==> src/design/atcw_pkg.sv <==
// Package: console geometry, byte codes, phase and sequencer types, item structs.
package atcw_pkg;

    localparam int COLS   = 80;
    localparam int ROWS   = 50;
    localparam int CELLS  = COLS * ROWS;
    localparam int ADDR_W = (CELLS > 1) ? $clog2(CELLS) : 1;
    localparam int CELL_W = 16;

    localparam logic [7:0] CH_ESC     = 8'd27;
    localparam logic [7:0] CH_CSI     = 8'h5B;
    localparam logic [7:0] CH_CR      = 8'd13;
    localparam logic [7:0] CH_LF      = 8'd10;
    localparam logic [7:0] CH_SEP     = 8'h3B;
    localparam logic [7:0] FIN_CLEAR  = 8'h4A;
    localparam logic [7:0] FIN_COLOUR = 8'h6D;
    localparam logic [7:0] CH_SPACE   = 8'h20;
    localparam logic [7:0] ATTR_BLANK = 8'h07;

    localparam logic       CMD_BYTE = 1'b0;
    localparam logic       CMD_READ = 1'b1;

    typedef enum logic [1:0] {
        PH_TEXT = 2'd0,
        PH_ESC  = 2'd1,
        PH_SEQ  = 2'd2
    } t_phase;

    typedef enum logic [1:0] {
        SQ_CLEAR = 2'd0,
        SQ_RUN   = 2'd1,
        SQ_READ  = 2'd2
    } t_seq_state;

    typedef struct packed {
        logic       cmd;
        logic [7:0] data_byte;
        logic       last_of_write;
        logic [6:0] col;
        logic [5:0] row;
    } t_in_item;

    typedef struct packed {
        logic [7:0] cell_char;
        logic [7:0] cell_attr;
        logic       out_of_range;
        logic [6:0] cursor_col;
        logic [5:0] cursor_row;
        logic       refresh_request;
    } t_out_item;

    // Parser to sequencer: store write, clear request and cursor.
    typedef struct packed {
        logic              we;
        logic [ADDR_W-1:0] addr;
        logic [CELL_W-1:0] wdata;
        logic              clear;
        logic [6:0]        cur_col;
        logic [5:0]        cur_row;
        logic [6:0]        next_col;
        logic [5:0]        next_row;
    } t_parse_out;

endpackage

==> src/design/atcw_parser.sv <==
// Console byte parser: escape phases, SGR colours, cursor and cell write request.
module atcw_parser (
    input  logic                 i_clk,
    input  logic                 i_rst_n,
    input  logic                 i_step,
    input  logic [7:0]           i_byte,
    output atcw_pkg::t_parse_out o_po
);

    atcw_pkg::t_phase r_phase, n_phase;
    logic [6:0]  r_cur_x, n_cur_x;
    logic [5:0]  r_cur_y, n_cur_y;
    logic [3:0]  r_fore, n_fore;
    logic [2:0]  r_back, n_back;
    logic [7:0]  r_param, n_param;
    logic [3:0]  r_pfore, n_pfore;
    logic [2:0]  r_pback, n_pback;

    logic [7:0]  x_w;
    logic [6:0]  y_w;
    logic [11:0] acc;
    logic        is_letter;
    logic        is_digit;
    logic        wr;
    logic        clr;

    // Apply one parameter to a colour pair {fore, back}.
    function automatic logic [6:0] apply_param(input logic [7:0] v,
                                               input logic [3:0] f,
                                               input logic [2:0] b);
        logic [3:0] nf;
        logic [2:0] nb;
        nf = f;
        nb = b;
        if (v == 8'd0) begin
            nf = 4'd7;
            nb = 3'd0;
        end
        if (v >= 8'd30 && v <= 8'd37) begin
            nf = {1'b0, 3'(v - 8'd30)};
        end
        if (v >= 8'd40 && v <= 8'd47) begin
            nb = 3'(v - 8'd40);
        end
        return {nf, nb};
    endfunction

    assign is_letter = (i_byte >= 8'h41 && i_byte <= 8'h5A) ||
                       (i_byte >= 8'h61 && i_byte <= 8'h7A);
    assign is_digit  = (i_byte >= 8'h30 && i_byte <= 8'h39);
    assign acc       = {1'b0, r_param, 3'b000} + {3'b000, r_param, 1'b0} +
                       {4'd0, i_byte - 8'h30};

    // Next parse phase.
    always_comb begin
        n_phase = r_phase;
        unique case (r_phase)
            atcw_pkg::PH_TEXT: begin
                if (i_byte == atcw_pkg::CH_ESC) n_phase = atcw_pkg::PH_ESC;
            end
            atcw_pkg::PH_ESC: begin
                n_phase = (i_byte == atcw_pkg::CH_CSI) ? atcw_pkg::PH_SEQ
                                                       : atcw_pkg::PH_TEXT;
            end
            atcw_pkg::PH_SEQ: begin
                if (is_letter) n_phase = atcw_pkg::PH_TEXT;
            end
            default: n_phase = atcw_pkg::PH_TEXT;
        endcase
    end

    // Datapath and outputs per phase.
    always_comb begin
        n_fore  = r_fore;
        n_back  = r_back;
        n_param = r_param;
        n_pfore = r_pfore;
        n_pback = r_pback;
        x_w     = {1'b0, r_cur_x};
        y_w     = {1'b0, r_cur_y};
        wr      = 1'b0;
        clr     = 1'b0;
        unique case (r_phase)
            atcw_pkg::PH_TEXT: begin
                if (i_byte == atcw_pkg::CH_CR) begin
                    y_w = y_w + 7'd1;
                end else if (i_byte == atcw_pkg::CH_LF) begin
                    x_w = 8'd0;
                end else if (i_byte != atcw_pkg::CH_ESC) begin
                    wr  = 1'b1;
                    x_w = x_w + 8'd1;
                end
            end
            atcw_pkg::PH_ESC: begin
                if (i_byte == atcw_pkg::CH_CSI) begin
                    n_param = 8'd0;
                    n_pfore = r_fore;
                    n_pback = r_back;
                end
            end
            atcw_pkg::PH_SEQ: begin
                if (is_letter) begin
                    n_param = 8'd0;
                    if (i_byte == atcw_pkg::FIN_CLEAR) begin
                        clr = 1'b1;
                    end else if (i_byte == atcw_pkg::FIN_COLOUR) begin
                        {n_fore, n_back} = apply_param(r_param, r_pfore, r_pback);
                    end
                end else if (is_digit) begin
                    n_param = (acc > 12'd255) ? 8'd255 : acc[7:0];
                end else if (i_byte == atcw_pkg::CH_SEP) begin
                    {n_pfore, n_pback} = apply_param(r_param, r_pfore, r_pback);
                    n_param = 8'd0;
                end
            end
            default: ;
        endcase
        // Wrap column into the next row, then row back to the top.
        if (x_w >= 8'(atcw_pkg::COLS)) begin
            x_w = 8'd0;
            y_w = y_w + 7'd1;
        end
        if (y_w >= 7'(atcw_pkg::ROWS)) begin
            y_w = 7'd0;
        end
        n_cur_x = x_w[6:0];
        n_cur_y = y_w[5:0];
    end

    always_ff @(posedge i_clk) begin
        if (!i_rst_n) begin
            r_phase <= atcw_pkg::PH_TEXT;
            r_cur_x <= '0;
            r_cur_y <= '0;
            r_fore  <= 4'd15;
            r_back  <= 3'd0;
            r_param <= 8'd0;
            r_pfore <= 4'd15;
            r_pback <= 3'd0;
        end else if (i_step) begin
            r_phase <= n_phase;
            r_cur_x <= n_cur_x;
            r_cur_y <= n_cur_y;
            r_fore  <= n_fore;
            r_back  <= n_back;
            r_param <= n_param;
            r_pfore <= n_pfore;
            r_pback <= n_pback;
        end
    end

    always_comb begin
        o_po.we       = i_step & wr;
        o_po.addr     = atcw_pkg::ADDR_W'(atcw_pkg::ADDR_W'(r_cur_y) *
                        atcw_pkg::ADDR_W'(atcw_pkg::COLS)) +
                        atcw_pkg::ADDR_W'(r_cur_x);
        o_po.wdata    = {i_byte, 1'b0, r_back, r_fore};
        o_po.clear    = i_step & clr;
        o_po.cur_col  = r_cur_x;
        o_po.cur_row  = r_cur_y;
        o_po.next_col = n_cur_x;
        o_po.next_row = n_cur_y;
    end

endmodule

==> config.mk <==
export PLATFORM = sky130hd
export DESIGN_NAME = atcw_parser
export DESIGN_NICKNAME = d
export VERILOG_FILES = /design/src/design/atcw_pkg.sv /design/src/design/atcw_parser.sv
export SDC_FILE = /design/constraint.sdc
export NUM_CORES = 1
export LEC_CHECK = 0
export BUFFER_PORTS_ARGS = -buffer_cell sky130_fd_sc_hd__buf_2
export CAP_MARGIN = 20
export CORE_MARGIN = 2
export CORE_UTILIZATION = 35
export CTS_CLUSTER_SIZE = 10
export DETAILED_ROUTE_END_ITERATION = 10
export PLACE_DENSITY = 0.59
export SLEW_MARGIN = 15
export SYNTH_ARGS = -nofsm -noshare
export SYNTH_HDL_FRONTEND = slang
export SYNTH_SLANG_ARGS = --single-unit
==> constraint.sdc <==
create_clock -name i_clk -period 3.5 [get_ports i_clk]
set_input_delay 0.35 -clock i_clk [delete_from_list [all_inputs] [get_ports i_clk]]
set_output_delay 0.35 -clock i_clk [all_outputs]
set_load 0.01 [all_outputs]
After elaboration in Yosys (flattened, before gate mapping)
Cells that the tools add are included.
{"block": "word_totals", "register_bits": 37, "inputBits": 11, "wordCells": 104}
{"block": "classes", "add_sub_neg": 9, "mul": 1, "magnitude_cmp": 13, "n_eq_ne": 17, "mux": 40, "n_bitwise": 3, "reduce_logical": 13}
{"op": "8-bit two-way mux", "count": 9}
{"op": "7-bit two-way mux", "count": 4}
{"op": "8-bit by 7-bit == test with 1-bit output, second input constant", "count": 3}
{"op": "8-bit by 7-bit greater-or-equal comparator with 1-bit output, second input constant", "count": 3}
{"op": "8-bit by 6-bit <= comparator with 1-bit output, second input constant", "count": 3}
{"op": "4-bit two-way mux", "count": 6}
{"op": "3-bit two-way mux", "count": 6}
{"op": "8-bit by 4-bit == test with 1-bit output, second input constant", "count": 2}
{"op": "8-bit by 6-bit greater-or-equal comparator with 1-bit output, second input constant", "count": 2}
{"op": "8-bit by 7-bit <= comparator with 1-bit output, second input constant", "count": 2}
{"op": "8-bit one-hot mux with 2 select lines", "count": 1}
{"op": "11-bit by 9-bit adder with 12-bit output", "count": 1}
{"op": "12-bit by 7-bit adder with 12-bit output", "count": 1}
{"op": "12-bit by 8-bit adder with 12-bit output", "count": 1}
{"op": "12-bit by 8-bit greater-than comparator with 1-bit output, second input constant", "count": 1}
{"op": "2-bit inequality test, second input constant", "count": 6}
{"op": "7-bit by 1-bit adder with 8-bit output, second input constant", "count": 1}
{"op": "8-bit by 5-bit == test with 1-bit output, second input constant", "count": 1}
{"op": "8-bit by 6-bit == test with 1-bit output, second input constant", "count": 1}
{"op": "8-bit by 5-bit greater-or-equal comparator with 1-bit output, second input constant", "count": 1}
{"op": "8-bit logical NOT", "count": 1}
{"op": "6-bit by 3-bit multiplier with 8-bit output, second input constant", "count": 1}
{"op": "8-bit by 5-bit inequality test with 1-bit output, second input constant", "count": 1}
{"op": "4-bit one-hot mux with 2 select lines", "count": 1}
{"op": "other kinds (24)", "count": 37}

Depth between registers and ports, before layout
{"block": "logic_depth", "word_depth": 9, "mapped_depth": 17, "ltp_nobuf": 16}

Worst setup path after synthesis
OpenSTA, ideal clock, no wires.
{"block": "synth_path", "path_kind": "input to output", "start": "input i_byte[4]", "end": "output o_po[0] in the netlist's numbering", "t_arrival_ps": 3012, "slack_ps": 138, "cell_stages": 16, "path_buffers": 1, "path_cell_list": "inv_1 -> ha_1 -> and3b_1 -> nand3_4 -> xnor2_1 -> ha_1 -> nand3_1 -> a41oi_1 -> a31oi_1 -> o211a_1 -> a31oi_1 -> o211ai_1 -> a21boi_4 -> or2_1 -> buf_6 -> nor2_1"}
{"item": "from (decl)", "line_no": "atcw_parser.sv:6", "rtl": "input logic [7:0] i_byte,"}
{"item": "to (decl)", "line_no": "atcw_parser.sv:7", "rtl": "output atcw_pkg::t_parse_out o_po"}

==> impl_metrics.json <==
{
  "status": "finished clean",
  "final_nets": 589,
  "final_util": 0.418,
  "r2r_cells": 12,
  "synth_ff_type": "dfxtp_1",
  "period_minus_slack_ns": 3.36,
  "min_path_type": "register to register",
  "hold_end": "r_pback[0]",
  "portBuffers": 65,
  "powerDensity_mw_per_mm2": 198,
  "worstMarginPinSlew_ns": 1.07,
  "routedWlPerCell_um": 15.0,
  "ir_drop_mv": 0.151,
  "drv_cap": 0,
  "setup_viol": 0,
  "drc_errors": 0,
  "synthCells": 471,
  "top_usage_layer": "met2",
  "yosys_warnings": 0,
  "rows": 38,
  "postSynthAreaPerCell_sq_um": 8.07,
  "grt_pass1_vias": 3624,
  "grt_use_total": 0.179,
  "dp_hpwl_mm": 7.90,
  "grt_max_degree": 35,
  "synthTopCellsByArea": "dfxtp_1 19%, ha_1 10%, nor2_1 5.4%, xnor2_1 4.6%, fa_1 4.2%",
  "netlist_area_sq_mm": 0.00380,
  "cp.arrival_ns": 3.01,
  "power_uw": 887,
  "clkTransAtPathRegs_ns": 0.08,
  "worstHoldPathCells": 2,
  "hold_viol": 0,
  "use_met2": 0.321,
  "dieArea_sq_mm": 0.0117,
  "syn_nets": 521,
  "antenna_found_initial": 0,
  "synth-seq-cells": 37,
  "p_leak_nw": 2.06,
  "slew_headroom": 0.288,
  "finalCritPeriodShare": 0.960,
  "r2r-end": "r_param[1]",
  "num_io_pins": 67,
  "fp.dieW_um": 108,
  "root_buffer": "clkbuf_8",
  "htree_levels": 2,
  "cp-start-kind": "input pin",
  "diodes": 0,
  "first_iter_violations": 184,
  "gr-usage-met1": 0.219,
  "vias_per_cell": 5.37,
  "end_kind": "output port",
  "cp_max_fo": 7,
  "core_sq_mm": 0.0107,
  "min_from": "r_pback[0]",
  "dr.pass1.iters": 5,
  "clockBufferDepth": 2,
  "totalWireLength_mm": 10.2,
  "r2r-start": "r_param[0]",
  "gr-total-overflow": 0,
  "gp_congestion": 0.950,
  "synth_top_cell_by_area": "dfxtp_1",
  "cp.required_ns": 3.15,
  "clock_sinks": 37,
  "use_met3": 0.0295,
  "ant_nets": 0,
  "synth_edf_count": 0,
  "grt_pass1_wl_mm": 17.1,
  "synth_top_area_frac": 0.195,
  "cts_tree": "yes",
  "start_util": 0.355,
  "crit_type": "input pin to output port",
  "num_vias": 3649,
  "cts_hold_buf": 0,
  "reg2reg_slack_ns": 0.35,
  "die_h_um": 108,
  "synth_cell_types": 79,
  "area_growth_pct": 17.6,
  "fmax_ghz": 0.298,
  "maxSlewViolCount": 0,
  "clock_skew_ns": 0.0146,
  "layout-drive-gt1-share": 0.267,
  "cts_buffers": 5,
  "fillers": 1085,
  "synth_seq_area_share": 0.195,
  "clk_latency_ns": 0.30,
  "finalSetupTns_ns": 0,
  "synthArstFlopShare": 0
}
registers in the layout (all words and copies together) (netlist names):
name / flops
r_cur_x: 7
r_cur_y: 6
r_pback: 3
r_phase: 2
r_pfore: 4
r_fore: 4
r_back: 3
r_param: 8
synthesized netlist by cell type, types with 8 or more instances:
| library cell | count |
|---|---|
| nor2_1 | 55 |
| dfxtp_1 | 37 |
| nand2_1 | 32 |
| ha_1 | 31 |
| inv_1 | 25 |
| nand3_1 | 23 |
| xnor2_1 | 20 |
| buf_4 | 16 |
| a21oi_1 | 15 |
| clkbuf_1 | 13 |
| nor2b_1 | 13 |
| o21ai_0 | 13 |
| mux2i_1 | 10 |
| nor3_1 | 9 |
| xor2_1 | 9 |
| a21o_1 | 8 |
| fa_1 | 8 |
| nor4_1 | 8 |
| o2bb2ai_1 | 8 |
layer usage:
layer / share of wire / wire length [um]
met5: 0 / 0
met4: 0.019 / 192
met3: 0.048 / 486
met2: 0.51 / 5150
met1: 0.43 / 4360
where the power goes:
part	leakage (nW)	switching, mW	internal, mW
sequential	0.299	0.00387	0.423
combinational	1.72	0.0772	0.0542
clock	0.0447	0.185	0.144
how the worst max path moves through the flow:
stage                    start       to  slack [ns]  depth (start not counted)
detailed placement   i_byte[5]  o_po[2]       -0.02                         17
finish               i_byte[7]  o_po[5]        0.14                         16
global placement     i_byte[5]  o_po[1]        0.11                         17
CTS                 r_phase[1]  o_po[2]        0.02                         15
global route         i_byte[5]  o_po[0]       -0.06                         18
floorplan            i_byte[4]  o_po[0]        0.14                         16
timing repair:
item,4_1_cts,5_1_grt
pin swaps,1,2
setup endpoints to repair,5,6
setup buffers,1,1
resized for setup,3,10
worst max-delay path, cell delays in order:
cell	delay [ns]
buf_2	0.15
nand4bb_2	0.32
nor3_4	0.25
nand2_1	0.11
o21ai_2	0.09
ha_2	0.21
nand3_1	0.10
a41oi_2	0.20
a31oi_2	0.09
o211a_1	0.16
a31oi_1	0.17
o211ai_1	0.12
a21boi_4	0.16
or2_4	0.26
nor2_1	0.11
buf_2	0.13
cell type report:
class	instances	area, sq um	area share
clock buffers	5	68.8	0.0154
well taps	140	175	0.0392
clock inverters	3	25.0	0.00560
multi-input cells	371	2790	0.623
repair buffers	99	581	0.130
flip-flops and latches	37	741	0.166
inverters	25	93.8	0.0210
cell usage in the layout (no fill, tap or decap), types with 4 or more instances in the layout:
master / count
nand3_1: 23
a31o_2: 4
xor2_1: 9
buf_2: 65
a211o_1: 5
buf_4: 34
fa_1: 8
nor3_1: 9
a21o_1: 8
clkbuf_8: 5
nand2_1: 32
inv_1: 23
o211a_1: 4
and3_1: 5
xnor2_1: 19
o21ai_0: 12
nand3b_1: 4
a21oi_1: 15
dfxtp_1: 37
ha_1: 29
a21boi_0: 5
nor2_1: 55
mux2i_1: 10
nor2b_1: 13
o2bb2ai_1: 8
nor4_1: 7
o211ai_1: 4
nand4_1: 5
cells by family after synthesis:
group,after synthesis,share of synthesized area
AND/OR/NAND/NOR,190,0.270
AO/OA/AOI/OAI,98,0.194
buffers and inverters,63,0.0872
adder cells (fa/ha/maj),39,0.144
flip-flops,37,0.195
XOR/XNOR,31,0.0754
multiplexers,12,0.0332
other,1,0.000986
metrics by stage:
stage                     worst slack [ns]  hold WS [ns]  cell area (sq um)  std cells
after floorplan                      0.138         0.441               3800        471
after CTS                           0.0194         0.475               4430        679
after global routing               -0.0640         0.499               4470        680
after global placement               0.114         0.451               4310        670
final                                0.142         0.473               4470        680
after detailed placement           -0.0199         0.459               4310        670
(Power assumes the default switching activity.)
